## src/design/dstp_pkg.sv

```systemverilog
// types, constants and the arctangent table of the sine table point unit
package dstp_pkg;

    localparam int IDX_W     = 16;
    localparam int FRAC_W    = 17;
    localparam int CFG_IDX_W = 2;
    localparam logic [FRAC_W-1:0] FRAC_ONE = 17'h10000;

    // configuration register indexes
    typedef enum logic [CFG_IDX_W-1:0] {
        REG_AMPLITUDE = 2'd0,
        REG_VALLEY    = 2'd1,
        REG_POINTS    = 2'd2
    } cfg_reg_t;

    // cordic datapath, q2.30 with headroom
    localparam int CORDIC_STEPS = 16;
    localparam int CORDIC_W     = 34;
    typedef logic signed [CORDIC_W-1:0] cordic_t;
    localparam cordic_t    CORDIC_X0   = 34'sd652032874;
    localparam logic [30:0] HALF_PI_Q30 = 31'd1686629713;

    // queue status seen by the front end
    typedef struct packed {
        logic full;
        logic empty;
    } q_status_t;

    function automatic cordic_t atan_q30(input int step);
        cordic_t a;
        case (step)
            0:       a = 34'sd843314857;
            1:       a = 34'sd497837829;
            2:       a = 34'sd263043836;
            3:       a = 34'sd133525158;
            4:       a = 34'sd67021686;
            5:       a = 34'sd33543515;
            6:       a = 34'sd16775850;
            7:       a = 34'sd8388437;
            8:       a = 34'sd4194282;
            9:       a = 34'sd2097149;
            10:      a = 34'sd1048575;
            11:      a = 34'sd524287;
            12:      a = 34'sd262143;
            13:      a = 34'sd131071;
            14:      a = 34'sd65535;
            15:      a = 34'sd32767;
            default: a = '0;
        endcase
        return a;
    endfunction

endpackage

```

## src/design/dstp_queue.sv

```systemverilog
// short queue between front and back end
module dstp_queue
    import dstp_pkg::*;
#(
    parameter int W = 33,
    parameter int DEPTH = 4,
    localparam int AW = $clog2(DEPTH)
)
(
    input  logic         clk,
    input  logic         rst_n,
    input  logic         push,
    input  logic [W-1:0] push_data,
    input  logic         pop,
    output logic [W-1:0] pop_data,
    output q_status_t    q_stat
);

    logic [W-1:0] ent_reg [0:DEPTH-1];
    logic [AW-1:0] wr_reg, rd_reg;
    logic [AW:0]   cnt_reg;
    logic          do_pop;

    assign do_pop       = pop && (cnt_reg != '0);
    assign q_stat.full  = (cnt_reg == (AW+1)'(DEPTH));
    assign q_stat.empty = (cnt_reg == '0);
    assign pop_data     = ent_reg[rd_reg];

    // pointers and fill count
    always_ff @(posedge clk or negedge rst_n)
    begin
        if (!rst_n)
        begin
            wr_reg  <= '0;
            rd_reg  <= '0;
            cnt_reg <= '0;
        end
        else
        begin
            if (push)
            begin
                wr_reg <= (wr_reg == AW'(DEPTH-1)) ? '0 : wr_reg + AW'(1);
            end
            if (do_pop)
            begin
                rd_reg <= (rd_reg == AW'(DEPTH-1)) ? '0 : rd_reg + AW'(1);
            end
            if (push && !do_pop)
            begin
                cnt_reg <= cnt_reg + (AW+1)'(1);
            end
            else if (!push && do_pop)
            begin
                cnt_reg <= cnt_reg - (AW+1)'(1);
            end
        end
    end

    // entry storage
    always_ff @(posedge clk)
    begin
        if (push)
        begin
            ent_reg[wr_reg] <= push_data;
        end
    end

endmodule

```

## config.mk

```make
export PLATFORM = sky130hd
export DESIGN_NAME = dstp_queue
export DESIGN_NICKNAME = d
export VERILOG_FILES = /design/src/design/dstp_pkg.sv /design/src/design/dstp_queue.sv
export SDC_FILE = /design/constraint.sdc
export NUM_CORES = 1
export LEC_CHECK = 0
export ABC_AREA = 1
export BUFFER_PORTS_ARGS = -buffer_cell sky130_fd_sc_hd__buf_2
export CAP_MARGIN = 20
export CORE_ASPECT_RATIO = 1.5
export CORE_MARGIN = 4
export CORE_UTILIZATION = 60
export DETAILED_ROUTE_END_ITERATION = 8
export GPL_TIMING_DRIVEN = 0
export PLACE_DENSITY = 0.78
export SYNTH_ARGS = -nofsm -noshare
export SYNTH_HDL_FRONTEND = slang
export SYNTH_SLANG_ARGS = --single-unit
```

## constraint.sdc

```tcl
create_clock -name clk -period 4.64 [get_ports clk]
set_input_delay 0.928 -clock clk [delete_from_list [all_inputs] [get_ports clk]]
set_output_delay 0.928 -clock clk [all_outputs]
set_load 0.1 [all_outputs]
```

Word level (Yosys, flattened, before mapping)

Memories as Yosys holds them, arrays and structs flattened.
Index checks and enable logic that the tools add are counted.

Output and inout port bits: 35
Input bits: 37
Flip-flop bits (word level): 7
Memory bits (writable): 132
Word-level logic and storage cells: 25
Memories: 1

Eq/ne operators: 3
Reduce and logical (&&, ||, !) cells: 8
Multiplexer cells: 6
Add/sub/neg operators: 4

Memory list:

| name    | depth | width | rd ports | clocked after memory_dff | write ports | line             | text |
|---|---|---|---|---|---|---|---|
| ent_reg | 4     | 33    | 1        | 0                        | 1           | dstp_queue.sv:19 | `logic [W-1:0] ent_reg [0:DEPTH-1];` |

Operator list:

| kind                                                                | count |
|---|---|
| 3-bit 2-to-1 mux                                                    | 2 |
| 2-bit by 1-bit adder with 2-bit output (second input constant)      | 2 |
| 2-bit == test (second input constant)                               | 2 |
| 2-bit 2-to-1 mux                                                    | 2 |
| 3-bit by 1-bit adder with 3-bit output (second input constant)      | 1 |
| 3-bit == test (second input constant)                               | 1 |
| 1-bit logical AND                                                   | 3 |
| 3-bit logical NOT                                                   | 1 |
| 3-bit nonzero test                                                  | 1 |
| 3-bit by 1-bit subtractor with 3-bit output (second input constant) | 1 |
| 1-bit logical NOT                                                   | 2 |
| 1-bit 2-to-1 mux                                                    | 2 |
| 2-bit nonzero test                                                  | 1 |

Logic depth before layout (Yosys ltp)

Depth after elaboration: 5
Mapped depth: 11
Gate-level depth less buffers: 11

Worst setup path before layout

Ideal clock, no wire load.

Kind: register to output
Start: reg cnt_reg[0]
End: out q_stat[1] in the netlist's numbering
Path slack: 1.209 ns
Data required time: 3.712 ns
Stages on the path, launching flop included: 2
Path buffers: 0
Arrival time: 2.503 ns
Cell sequence: dfrtp_1 > nor3_1

RTL lines:

| what                     | line             | text |
|---|---|---|
| start: declaration       | dstp_queue.sv:21 | `logic [AW:0] cnt_reg;` |
| start signal: assignment | dstp_queue.sv:50 | `cnt_reg <= cnt_reg + (AW+1)'(1);` |
| start signal: assignment | dstp_queue.sv:54 | `cnt_reg <= cnt_reg - (AW+1)'(1);` |
| end: declaration         | dstp_queue.sv:16 | `output q_status_t q_stat` |

Final worst setup path

Start: reg rd_reg[1]
End: out pop_data[9]

Longest elaborated chain between the ends: 1

Ends and longest elaborated chain:

| what                     | line             | text |
|---|---|---|
| start: declaration       | dstp_queue.sv:20 | `logic [AW-1:0] wr_reg, rd_reg;` |
| start signal: assignment | dstp_queue.sv:46 | `rd_reg <= (rd_reg == AW'(DEPTH-1)) ? '0 : rd_reg + AW'(1);` |
| memory read 4 x 33 bit   | -                |  |
| end: declaration         | dstp_queue.sv:15 | `output logic [W-1:0] pop_data,` |

Every way passes these cells.

==> qor.txt <==
Post-detail-place hpwl: 7.19 mm
Syn Inst Count: 441
First-pass GRT wire length: 18.1 mm
Starting density of the core: 61.1%
Largest net degree at the start of global routing: 34
Post-CTS Hold Buffers: 0
Worst-Skew Late Latency: 0.42 ns
Setup tns final: 0 ns
# clock sinks: 139
CTS Root Cell: clkbuf_16
Status: finished, final reports clean
CTS Buffer Depth: 2
Actual slew at the worst max-slew pin: 0.828 ns
H-tree depth: 4
Drt first pass iters: 4
Gr usage total: 21.8%
Critical path, cell by cell: buf_2 -> inv_2 -> buf_6 -> o211ai_2 -> nand2_1 -> buf_2
Vias per inst: 5.42
Die Area: 11600 um2
RD Place Congestion: 0.764
Via count: 3569
Ys flop type: edfxtp_1
CTS Buf Count: 17
# IOs: 72
Worst stage delay on the critical path: 0.43 ns
Async SR Flop Fraction: 5.04%
Synth Cell Area: 5920 um2
Critical R2R Launch: cnt_reg[0]
Worst-path maximum fanout: 10
Crit path from: rd_reg[1]
Setup Viol. Count Final: 0
Seq/Total Area, Yosys: 69.9%
Tcrit/Tclk final: 63.4%
# rows: 44
Max FFs per register: 132
Distinct cells, synth: 19
Area Overhead vs Synth: 18.2%
Vias in the first global route: 3680
Clock-pin slew on the worst setup and hold paths: 0.06 ns
Postcts setup bufs: 0
Yosys warning count: 0
Mapped Nets: 485
Worst EP required: 3.71 ns
Total Routed Length: 11.6 mm
Crit. End Element: output pin
EDFF count, synth: 132
# diodes: 0
Die width: 89.1 um
Max Freq: 0.340 GHz
Total core area: 9690 um2
CTS tree: yes
DRC: 0
Share of layout cells above drive strength 1: 33.1%
Mean routed wirelength per cell: 17.7 um
Setup CP Type: flop to output pin
Die height: 130 um
Max_cap viols: 0
Max Slew Vio Count: 0
Resized cells post-CTS: 0
Max-slew headroom: 44.7%
Initial antenna violation count: 0
#FFs+latches synth: 139
Syn Area/Cell: 13.4 um2
Skew final: 0.00636 ns
Overflow after GRT: 0
Crit path arrival time: 2.02 ns
Worst hold path class: input pin to asynchronous set/reset pin
Critical-path top delay cell: buf_2
Startpoint types: flop
Unrepaired setup endpoints after global routing: false
Final min period: 2.94 ns
Cell mode on critical path: buf_2
Final Hold Viols: 0
DR iter-0 viols: 161
IO buf count: 71
Layout net count: 575
Antenna-violating nets left: 0
## cell usage in the layout (no fill, tap or decap), types with 3 or more instances in the layout
master and n:
inv_1 73, edfxtp_1 132, dfrtp_1 7, clkbuf_16 17, nand3_1 3, nand2_2 20, inv_2 5, nor2_1 3
nand2_1 98, o211ai_1 33, clkinv_2 5, o211ai_2 33, ha_1 6, bufinv_16 3, buf_6 10, buf_2 82
## metrics by stage
stage	setup slack (ns)	std cells	utilization [%]	area, um2	hold slack, ns
2_1_floorplan	1.21	441	-	5920	0.442
3_3_place_gp	1.93	627	66.2	6420	0.456
3_5_place_dp	2.14	627	66.2	6420	0.494
4_1_cts	1.68	658	72.2	7000	0.335
5_1_grt	1.61	658	72.2	7000	0.333
6_report	1.70	658	72.2	7000	0.346
## metal layers
metal	GRT usage (%)	part of all wire, %
met1	24.4	38
met5	0	0
met4	9.82	1.5
met3	5.41	4.7
met2	38.4	55
## worst paths after layout
kind / slack [ns] / depth (start not counted) / to
setup / recovery: 1.70 / 6 / pop_data[9]
hold reg to reg: 0.51 / 2 / cnt_reg[2]
hold / removal: 0.35 / 1 / wr_reg[0]
setup reg to reg: 2.79 / 10 / cnt_reg[2]
min in group clk: 0.51 / 2 / cnt_reg[2]
max in group asynchronous: 4.13 / 1 / wr_reg[1]
## synthesized netlist by cell type, drive strengths merged, types with 2 or more instances
master | number | area, um2
nand3 | 3 | 15.0
nor2 | 3 | 11.3
buf | 22 | 183
dfrtp | 7 | 175
ha | 6 | 75.1
edfxtp | 132 | 3960
nand2 | 118 | 493
inv | 78 | 293
o21ai | 2 | 10.0
o211ai | 66 | 661
## area by class of cell
type / count / area [um2]
well taps: 115 / 144
clock inverters: 14 / 155
flip-flops and latches: 139 / 4140
multi-input cells: 202 / 1310
clock buffers: 17 / 425
fillers: 616 / 2690
inverters: 78 / 293
repair buffers: 71 / 355
plain buffers: 22 / 183
## worst max-delay path, delay by kind of cell (launching register included)
| family | cells | cell delay (ns) |
|---|---|---|
| buffers and inverters | 4 | 1.01 |
| AND/OR/NAND/NOR | 1 | 0.10 |
| AO/OA/AOI/OAI | 1 | 0.11 |
| flip-flops | 1 | 0.38 |
## kinds of logic (layout without fill, tap and decap cells)
group | count (synthesis) | after routing | synth area share [%]
flip-flops | 139 | 139 | 69.9
AND/OR/NAND/NOR | 126 | 126 | 8.96
buffers and inverters | 100 | 202 | 8.03
AO/OA/AOI/OAI | 68 | 68 | 11.3
adder cells (fa/ha/maj) | 7 | 7 | 1.61
XOR/XNOR | 1 | 1 | 0.148
Power is left out: the tool's default activity adds up to more than one toggle a clock period on the data nets, which glitch-free logic cannot reach.
