**src/design/dstp_pkg.sv**
```systemverilog
// types, constants and the arctangent table of the sine table point unit
package dstp_pkg;

    localparam int IDX_W     = 16;
    localparam int FRAC_W    = 17;
    localparam int CFG_IDX_W = 2;
    localparam logic [FRAC_W-1:0] FRAC_ONE = 17'h10000;

    // configuration register indexes
    typedef enum logic [CFG_IDX_W-1:0] {
        REG_AMPLITUDE = 2'd0,
        REG_VALLEY    = 2'd1,
        REG_POINTS    = 2'd2
    } cfg_reg_t;

    // cordic datapath, q2.30 with headroom
    localparam int CORDIC_STEPS = 16;
    localparam int CORDIC_W     = 34;
    typedef logic signed [CORDIC_W-1:0] cordic_t;
    localparam cordic_t    CORDIC_X0   = 34'sd652032874;
    localparam logic [30:0] HALF_PI_Q30 = 31'd1686629713;

    // queue status seen by the front end
    typedef struct packed {
        logic full;
        logic empty;
    } q_status_t;

    function automatic cordic_t atan_q30(input int step);
        cordic_t a;
        case (step)
            0:       a = 34'sd843314857;
            1:       a = 34'sd497837829;
            2:       a = 34'sd263043836;
            3:       a = 34'sd133525158;
            4:       a = 34'sd67021686;
            5:       a = 34'sd33543515;
            6:       a = 34'sd16775850;
            7:       a = 34'sd8388437;
            8:       a = 34'sd4194282;
            9:       a = 34'sd2097149;
            10:      a = 34'sd1048575;
            11:      a = 34'sd524287;
            12:      a = 34'sd262143;
            13:      a = 34'sd131071;
            14:      a = 34'sd65535;
            15:      a = 34'sd32767;
            default: a = '0;
        endcase
        return a;
    endfunction

endpackage

```
**src/design/dstp_ifs.sv**
```systemverilog
// request channel interfaces: point index in, dac code out
interface dstp_in_if;
    logic        valid;
    logic        ready;
    logic [15:0] point_index;
    modport source (output valid, output point_index, input ready);
    modport sink (input valid, input point_index, output ready);
endinterface


```
**src/design/dstp_front.sv**
```systemverilog
// front end: range check and pipelined phase division, one quotient bit a stage
module dstp_front
    import dstp_pkg::*;
#(
    parameter int PHASE_BITS = 16,
    localparam int NS = PHASE_BITS + 1,
    localparam int QW = IDX_W + 1 + PHASE_BITS
)
(
    input  logic               clk,
    input  logic               rst_n,
    dstp_in_if.sink            in_ch,
    input  logic [IDX_W-1:0]   points,
    input  q_status_t          q_stat,
    output logic               push,
    output logic [QW-1:0]      push_data
);

    logic             vld_reg [0:NS];
    logic [IDX_W-1:0] idx_reg [0:NS];
    logic             inv_reg [0:NS];
    logic [IDX_W-1:0] rem_reg [0:NS];
    logic [NS-1:0]    quo_reg [0:NS];
    logic             fe;
    logic             in_inv;
    logic [NS:0]      quo_inc;

    // whole front advances together unless the queue is full and the last stage is occupied
    assign fe          = !vld_reg[NS] || !q_stat.full;
    assign in_ch.ready = fe;
    assign in_inv      = (in_ch.point_index >= points);

    // stage zero: capture the request
    always_ff @(posedge clk or negedge rst_n)
    begin
        if (!rst_n)
        begin
            vld_reg[0] <= 1'b0;
        end
        else if (fe)
        begin
            vld_reg[0] <= in_ch.valid;
        end
    end

    always_ff @(posedge clk)
    begin
        if (fe)
        begin
            idx_reg[0] <= in_ch.point_index;
            inv_reg[0] <= in_inv;
            rem_reg[0] <= in_inv ? '0 : in_ch.point_index;
            quo_reg[0] <= '0;
        end
    end

    // restoring division stages
    for (genvar k = 1; k <= NS; k++)
    begin : g_div
        logic [IDX_W:0] sh;
        logic           ge;

        assign sh = {rem_reg[k-1], 1'b0};
        assign ge = (sh >= {1'b0, points});

        always_ff @(posedge clk or negedge rst_n)
        begin
            if (!rst_n)
            begin
                vld_reg[k] <= 1'b0;
            end
            else if (fe)
            begin
                vld_reg[k] <= vld_reg[k-1];
            end
        end

        always_ff @(posedge clk)
        begin
            if (fe)
            begin
                idx_reg[k] <= idx_reg[k-1];
                inv_reg[k] <= inv_reg[k-1];
                rem_reg[k] <= ge ? IDX_W'(sh - {1'b0, points}) : sh[IDX_W-1:0];
                quo_reg[k] <= {quo_reg[k-1][NS-2:0], ge};
            end
        end
    end

    // round half up and wrap the phase
    assign quo_inc   = {1'b0, quo_reg[NS]} + (NS+1)'(1);
    assign push      = vld_reg[NS] && !q_stat.full;
    assign push_data = {idx_reg[NS], inv_reg[NS], quo_inc[PHASE_BITS:1]};

endmodule

```
**src/flat_wrapper.sv**
```systemverilog
// flat-port wrapper written by rule: the top's interface ports become plain ports
module dstp_front_flat import dstp_pkg::*;
#(
    parameter int PHASE_BITS = 16,
    localparam int NS = PHASE_BITS + 1,
    localparam int QW = IDX_W + 1 + PHASE_BITS
)
  (clk, rst_n, points, q_stat, push, push_data, in_ch_valid, in_ch_point_index, in_ch_ready);
  dstp_in_if in_ch_i ();
  input  logic clk;
  input  logic rst_n;
  input  logic [IDX_W-1:0] points;
  input  q_status_t q_stat;
  output logic push;
  output logic [QW-1:0] push_data;
  input wire logic [$bits(in_ch_i.valid)-1:0] in_ch_valid;
  input wire logic [$bits(in_ch_i.point_index)-1:0] in_ch_point_index;
  output wire logic [$bits(in_ch_i.ready)-1:0] in_ch_ready;
  assign in_ch_i.valid = in_ch_valid;
  assign in_ch_i.point_index = in_ch_point_index;
  assign in_ch_ready = in_ch_i.ready;
  dstp_front #(.PHASE_BITS(PHASE_BITS)) u_core (.clk(clk), .rst_n(rst_n), .in_ch(in_ch_i), .points(points), .q_stat(q_stat), .push(push), .push_data(push_data));
endmodule
```
**config.mk**
```make
export PLATFORM = sky130hd
export DESIGN_NAME = dstp_front_flat
export DESIGN_NICKNAME = d
export VERILOG_FILES = /design/src/design/dstp_pkg.sv /design/src/design/dstp_ifs.sv /design/src/design/dstp_front.sv /design/src/flat_wrapper.sv
export SDC_FILE = /design/constraint.sdc
export NUM_CORES = 1
export LEC_CHECK = 0
export ABC_AREA = 1
export BUFFER_PORTS_ARGS = -buffer_cell sky130_fd_sc_hd__buf_2
export CORE_MARGIN = 2
export CORE_UTILIZATION = 46
export DETAILED_ROUTE_END_ITERATION = 8
export SLEW_MARGIN = 20
export SYNTH_ARGS = -nofsm -noshare
export SYNTH_HDL_FRONTEND = slang
export SYNTH_SLANG_ARGS = --single-unit
```
**constraint.sdc**
```tcl
create_clock -name clk -period 39.3 [get_ports clk]
set_input_delay 7.86 -clock clk [delete_from_list [all_inputs] [get_ports clk]]
set_output_delay 7.86 -clock clk [all_outputs]
set_load 0.02 [all_outputs]
```
==> Yosys cells after proc, flatten, opt, wreduce, memory -nomap -nowiden <==
Memory sizes are Yosys's and may differ from the RTL's.
Cells that the tools add are included.
Widths: inputs -> output; s select.
{ "totals": {"ff_bits": 18, "output_inout_bits": 35, "ram_bits": 900, "mem_count": 4} }
{ "memory_table": {"columns": ["memory", "depth", "word_bits", "rd", "rd_ports_with_merged_regs", "wr", "line_no", "rtl"], "rows": [
  ["u_core.quo_reg", 18, 17, 18, 0, 18, "dstp_front.sv:23", "logic [NS-1:0] quo_reg [0:NS];"],
  ["u_core.idx_reg", 18, 16, 18, 0, 18, "dstp_front.sv:20", "logic [IDX_W-1:0] idx_reg [0:NS];"],
  ["u_core.rem_reg", 18, 16, 17, 0, 18, "dstp_front.sv:22", "logic [IDX_W-1:0] rem_reg [0:NS];"],
  ["u_core.inv_reg", 18, 1, 18, 0, 18, "dstp_front.sv:21", "logic inv_reg [0:NS];"]
]} }
{ "classes": {"reduce_logical": 4, "mux": 20, "add_sub_neg": 18, "n_lt_le_gt_ge": 18} }
{ "ops": {"columns": ["op", "count"], "rows": [
  ["$ge 17x16->1", 17],
  ["$mux 16", 18],
  ["$sub 16x16->16", 17],
  ["$add 17x1->17 const B", 1],
  ["$ge 16x16->1", 1],
  ["$logic_not 1->1", 2],
  ["$mux 1", 2],
  ["$logic_and 1x1->1", 1],
  ["$logic_or 1x1->1", 1]
]} }

==> Depth between registers and ports, before layout <==
Gate-level depths: netlist of run 1.
{ "logic_depth": {"ltp_word": 4, "ltp_mapped": 15} }

==> Least setup slack after synthesis of run 1 <==
OpenSTA, ideal clock, no wires.
{ "synth_timing": {"kind": "input to output", "start": "in q_stat[1] (netlist bit)", "end": "out in_ch_ready", "path_slack_ns": 3.439, "required_ns": 31.440, "n_path_buf": 1, "stages": 2, "t_arrival_ns": 28.001, "path_cell_list": "nand2_1 -> clkbuf_1"} }
{ "synth_between": {"elab_chain_cells": 2} }
{ "synth_lines": {"columns": ["element", "line_no", "rtl"], "rows": [
  ["from (decl)", "flat_wrapper.sv:13", "input q_status_t q_stat;"],
  ["$logic_not 1->1", "dstp_front.sv:29", "assign fe = !vld_reg[NS] || !q_stat.full;"],
  ["$logic_or 1x1->1", "dstp_front.sv:29", null],
  ["to (decl)", "flat_wrapper.sv:18", "output wire logic [$bits(in_ch_i.ready)-1:0] in_ch_ready;"]
]} }
No other way between the ends.

==> Worst setup path in the final report of run 1 <==
Same ends and word-level chain as after synthesis.

==> results of run 1 <==
worst max-delay path: stages:
cell and delay (ns):
sky130_fd_sc_hd__buf_2 0.12, sky130_fd_sc_hd__nand2_4 0.31, sky130_fd_sc_hd__buf_2 0.25
cells in the final DEF, fill, tap and decap left out, types with 70 or more instances in the layout:
master	instances
sky130_fd_sc_hd__edfxtp_1	731
sky130_fd_sc_hd__a21oi_1	174
sky130_fd_sc_hd__nor2_1	212
sky130_fd_sc_hd__nand2_1	1875
sky130_fd_sc_hd__inv_1	667
sky130_fd_sc_hd__ha_1	288
sky130_fd_sc_hd__nand4_1	78
sky130_fd_sc_hd__clkbuf_16	82
sky130_fd_sc_hd__nand3_1	281
sky130_fd_sc_hd__xor2_1	84
sky130_fd_sc_hd__buf_2	70
area by class of cell:
cell class / instances / area, sq um
fillers: 8813 / 45760
repair buffers: 97 / 578.1
flip-flops and latches: 749 / 22400
clock buffers: 96 / 2105
well taps: 1254 / 1569
inverters: 684 / 2604
clock inverters: 54 / 561.8
multi-input cells: 3398 / 18030
power by group through the flow:
stage               logic [W]  registers [W]  clock network, W
global route          0.00214        0.00165          0.000810
global placement      0.00184        0.00162                 0
detailed placement    0.00186        0.00163                 0
CTS                   0.00187        0.00162          0.000781
finish                0.00187        0.00161          0.000759
floorplan             0.00146        0.00173                 0
synthesized netlist by cell type, drive strengths merged:
master / number / area [sq um]
clkbuf: 7 / 31.28
nand3: 299 / 1587
nand2: 1924 / 7427
buf: 53 / 462.9
nor2: 281 / 1227
a21oi: 174 / 870.8
a21o: 1 / 7.510
nor3b: 2 / 20.02
edfxtp: 731 / 21950
dfrtp: 18 / 450.4
o21ai: 31 / 155.1
nand3b: 56 / 420.4
xor2: 84 / 735.7
ha: 288 / 3603
o21a: 1 / 7.510
xnor2: 41 / 359.1
o21bai: 2 / 15.01
a211oi: 1 / 7.510
and2: 56 / 350.3
or2: 21 / 131.4
nor3: 40 / 270.3
nand4: 78 / 488.0
mux2: 2 / 22.52
inv: 684 / 2602
fa: 16 / 320.3
logic make-up after synthesis:
logic type | synth area share, %
xor gates and xnor gates | 2.515
adders and majority gates | 9.015
DFF | 51.47
and+or+nand+nor | 27.39
muxes | 0.05174
buffers and inverters | 7.115
AOI/OAI and AO/OA | 2.444
routing by layer:
layer | track usage, % | part of all wire [%] | wire length, um
met4 | 5.583 | 2.6 | 2589
met1 | 29.67 | 48 | 48050
met5 | 0 | 0 | 0
met3 | 2.682 | 4.7 | 4769
met2 | 33.77 | 45 | 45540
per-stage QoR:
| stage | std cells | setup WS (ns) | power (W) | util, % | cell area, sq um |
|---|---|---|---|---|---|
| after global routing | 6332 | 22.83 | 0.004604 | 51.12 | 47850 |
| after CTS | 6332 | 22.83 | 0.004264 | 51.12 | 47850 |
| after detailed placement | 6182 | 22.83 | 0.003487 | 48.27 | 45190 |
| final | 6332 | 22.84 | 0.004239 | 51.12 | 47850 |
| after floorplan | 4891 | 3.440 | 0.003187 | - | 43520 |
| after global placement | 6182 | 22.83 | 0.003456 | 48.27 | 45190 |
worst max path at each step:
stage | cells past startpoint | from | slack (ns) | endpoint
6_report | 3 | q_stat[1] | 22.84 | in_ch_ready
2_1_floorplan | 2 | q_stat[1] | 3.44 | in_ch_ready
4_1_cts | 3 | q_stat[1] | 22.83 | in_ch_ready
3_5_place_dp | 3 | q_stat[1] | 22.83 | in_ch_ready
3_3_place_gp | 3 | q_stat[1] | 22.83 | in_ch_ready
5_1_grt | 3 | q_stat[1] | 22.83 | in_ch_ready
==> key figures, run 1 <==
Floorplanning
  • Row Count: 112
  • Initial Util: 46.50%
  • Die outline area: 0.09709 sq mm
  • Die width: 311.6 um
  • Vert. Die Dim: 311.6 um
  • Floorplan Core Area: 0.09361 sq mm
  • # IOs: 72

Min path
  • Source of the worst hold timing path: u_core.quo_reg[7][2]
  • Cell depth of the worst min-delay path: 0
  • Class of the most critical hold timing path: reg2reg
  • Hold-critical path endpoint: u_core.quo_reg[8][3]

Pwr
  • Switching fraction of total power: 40.81%
  • Sequential Power Share: 38.1%
  • Relative contribution of combinational cells to total power: 44.0%
  • Highest ir drop seen on vdd: 0.00003772 V
  • Switching power total: 0.001730 W
  • Leakage: 22.63 nW
  • Cell area power density: 88.59 mW/mm^2
  • Clk pwr share: 17.9%
  • Cell internal power dissipation: 0.002509 W

Yosys
  • Gate count after technology mapping: 4891
  • Number of distinct library cell variants in the gate-level netlist after synthesis: 39
  • Post-synthesis instance area: 0.04352 sq mm
  • Sequential-to-total area share from yosys stat: 51.47%
  • Flip-flop and latch count after synthesis: 749
  • Net count after synthesis: 5232
  • Avg Cell Area, Syn: 8.899 sq um
  • Ys Warns: 0

Clock tree
  • CTS tree: built
  • Maximum buffer depth of the clock tree: 3
  • Post-cts resize count: 0
  • Total of hold buffers inserted after clock tree synthesis: 0
  • Reg clk slew, reported paths: 0.06 ns
  • Number of buffers inserted to repair setup after CTS: 0
  • Clk sinks: 749
  • Root buffer cell: sky130_fd_sc_hd__clkbuf_16
  • Clock buffer count from CTS: 82
  • Max H-tree Level: 3
  • Insertion delay to the later sink of the worst-skew pair: 0.64 ns

Final layout
  • Area delta synth->final: 9.944%
  • Flip-flop count of the largest register, all copies and words added: 288
  • Net total in the final layout: 5353
  • Fraction of final layout cells with drive strength greater than 1: 7.700%
  • # diodes: 0

Route
  • Remaining routing DRC violations: 0
  • Drt total wl: 101000 um
  • Router iterations before antenna repair: 5
  • Routed wire per std cell: 15.94 um
  • Via/cell ratio: 4.928
  • Total number of vias: 31210
  • Post-DRT Antenna Nets: 0
  • DRC violation total after the first TritonRoute iteration: 2205

Place
  • HPWL after detailed placement: 69150 um
  • Final weighted congestion in routability-driven placement: 0.8732
  • Number of buffer cells added on primary ports: 70

GRT
  • Maximum number of pins on one net before global-route repair: 168
  • Aggregate global routing overflow: 0
  • Global Route Usage Sum: 20.88%
  • Initial antenna violation count: 1
  • Number of global-route vias before repair: 29620
  • Global-route wire length before repair: 159600 um

Outcome
  • Status: completed

Timing
  • Fin. max-slew vios: 0
  • Final setup violation count: 0
  • Maximum clock frequency: 60.77 MHz
  • Relative slew margins: 30.30%
  • Sum of negative setup slack: 0 ns
  • Final Hold Vio Count: 0
  • RSZ-0062 raised after global routing: no
  • Tightest hold margin: 0.4052 ns
  • Slew @ Worst Pin: 1.045 ns
  • Clock period minus worst slack: 16.46 ns
  • Final period utilization: 41.87%
  • Setup skew after layout: 0.01949 ns

Worst setup path
  • Worst reg2reg endpoint: u_core.idx_reg[10][5]
  • CP Launch Type: input port
  • Worst-case register-to-register setup slack: 34.86 ns
  • Endpoint required time on the critical path: 31.44 ns
  • Source of the worst register-to-register timing path: u_core.vld_reg[0]
  • FF-to-FF path depth: 5
  • Largest fanout on the critical path: 18
  • Endpoint class of the critical path: primary output
  • Critical Path AT: 8.60 ns
  • Type of the worst setup path: in2out

Flow run
  • Max-cap violations: 0
Note: power is estimated with default switching activity, not from simulation.
==> inputs of run 2 (changes only) <==
Clock period 39.3 ns to 14.7 ns, I/O delays scaled along.
==> key figures, run 2 (synthesis results as in run 1) <==
Final layout
  • Share of the core filled with cells: 51.22%
  • # diodes: 0
  • Count of fill cells added during filler insertion: 8735
  • Highest-count cells in the layout ignoring fill and taps: sky130_fd_sc_hd__nand2_1 (1875), sky130_fd_sc_hd__edfxtp_1 (731), sky130_fd_sc_hd__inv_1 (666)
  • Net total in the final layout: 5352
  • Flip-flop count of the largest register, all copies and words added: 288
  • Most common cell after layout, fill and taps aside: sky130_fd_sc_hd__nand2_1
  • Fraction of final layout cells with drive strength greater than 1: 7.877%
  • Area delta synth->final: 10.15%

Route
  • Remaining routing DRC violations: 0
  • Total number of vias: 31480
  • Router iterations before antenna repair: 5
  • DRC violation total after the first TritonRoute iteration: 2363
  • Drt total wl: 100600 um
  • Routed wire per std cell: 15.89 um
  • Via/cell ratio: 4.971
  • Post-DRT Antenna Nets: 0

Floorplanning
  • Floorplan Core Area: 0.09361 sq mm
  • Vert. Die Dim: 311.6 um
  • # IOs: 72
  • Initial Util: 46.50%
  • Die width: 311.6 um
  • Row Count: 112
  • Die outline area: 0.09709 sq mm

Timing
  • RSZ-0062 raised after global routing: no
  • Final Hold Vio Count: 0
  • Maximum clock frequency: 150.3 MHz
  • Relative slew margins: 35.42%
  • Clock period minus worst slack: 6.655 ns
  • Setup skew after layout: 0.03656 ns
  • Fin. max-slew vios: 0
  • Final setup violation count: 0
  • Sum of negative setup slack: 0 ns
  • Slew @ Worst Pin: 0.9686 ns
  • Final period utilization: 45.28%

Clock tree
  • Insertion delay to the later sink of the worst-skew pair: 0.65 ns
  • Reg clk slew, reported paths: 0.06 ns
  • Root buffer cell: sky130_fd_sc_hd__clkbuf_16
  • Post-cts resize count: 0
  • CTS tree: built
  • Clock buffer count from CTS: 82
  • Total of hold buffers inserted after clock tree synthesis: 0
  • Maximum buffer depth of the clock tree: 3
  • Number of buffers inserted to repair setup after CTS: 0
  • Clk sinks: 749
  • Max H-tree Level: 3

GRT
  • Maximum number of pins on one net before global-route repair: 171
  • Number of global-route vias before repair: 29170
  • Initial antenna violation count: 5
  • Aggregate global routing overflow: 0
  • Global Route Usage Sum: 20.64%
  • Global-route wire length before repair: 157800 um

Pwr
  • Leakage: 22.67 nW
  • Cell area power density: 237.2 mW/mm^2
  • Highest ir drop seen on vdd: 0.00009218 V

Min path
  • Class of the most critical hold timing path: reg2reg
  • Cell depth of the worst min-delay path: 0

Worst setup path
  • CP Launch Type: input port
  • CP Cell Sequence: buf_2, nand2_4, buf_2
  • CP dominant cell by count: sky130_fd_sc_hd__buf_2
  • Slowest cell on the critical path: sky130_fd_sc_hd__nand2_4
  • Type of the worst setup path: in2out
  • FF-to-FF path depth: 4
  • Endpoint required time on the critical path: 11.76 ns
  • Largest fanout on the critical path: 24
  • Endpoint class of the critical path: primary output
  • Maximum cell stage delay along the critical path: 0.32 ns
  • Critical Path AT: 3.72 ns

Outcome
  • Status: completed

Flow run
  • Max-cap violations: 0

Place
  • HPWL after detailed placement: 68850 um
  • Final weighted congestion in routability-driven placement: 0.9193
  • Number of buffer cells added on primary ports: 70
## run 2: metrics by stage
stage / setup slack [ns] / total power (W) / hold slack, ns / instance area [sq um] / std cells
6_report: 8.045 / 0.01137 / 0.4048 / 47940 / 6332
4_1_cts: 8.012 / 0.01143 / 0.4102 / 47940 / 6332
2_1_floorplan: 3.447 / 0.008168 / 0.4003 / 43530 / 4891
5_1_grt: 7.976 / 0.01233 / 0.4173 / 47940 / 6332
3_5_place_dp: 8.015 / 0.009303 / 0.4045 / 45180 / 6181
3_3_place_gp: 8.020 / 0.009225 / 0.4001 / 45180 / 6181
## run 2: final timing paths
kind,start,to,slack (ns)
setup / recovery,q_stat[1],in_ch_ready,8.04
hold / removal,u_core.inv_reg[14],u_core.inv_reg[15],0.40
setup reg to reg,u_core.vld_reg[0],u_core.idx_reg[4][5],11.04
hold reg to reg,u_core.inv_reg[14],u_core.inv_reg[15],0.40
max in group asynchronous,rst_n,u_core.vld_reg[11],12.20
min in group asynchronous,rst_n,u_core.vld_reg[0],2.22
## run 2: worst max-delay path, delay by kind of cell
kind          cells  cell delay, ns
simple gates      1            0.32
buf+inv           2            0.42
## run 2: power breakdown
part | leakage [nW] | internal (W) | total (W) | switching (W)
clock | 1.33 | 0.00120 | 0.00208 | 0.000882
sequential | 7.60 | 0.00385 | 0.00432 | 0.000470
combinational | 13.7 | 0.00167 | 0.00497 | 0.00331
total | 22.7 | 0.00671 | 0.0114 | 0.00466
## run 2: layer usage
metal / up-vias / track usage (%) / share of wire [%]
met3: 162 / 3.021 / 5.4
met4: 0 / 6.600 / 2.9
met5: - / 0 / 0
li1: 16170 / - / -
met2: 719 / 32.66 / 45
met1: 14430 / 29.25 / 47
## run 2: layout make-up
cell class | count | area, sq um | area share, %
multi-input cells | 3398 | 18030 | 37.61
inverters | 684 | 2604 | 5.431
clock inverters | 60 | 658.1 | 1.373
clock buffers | 91 | 2107 | 4.395
well taps | 1254 | 1569 | 3.273
flip-flops and latches | 749 | 22400 | 46.72
repair buffers | 96 | 570.5 | 1.190
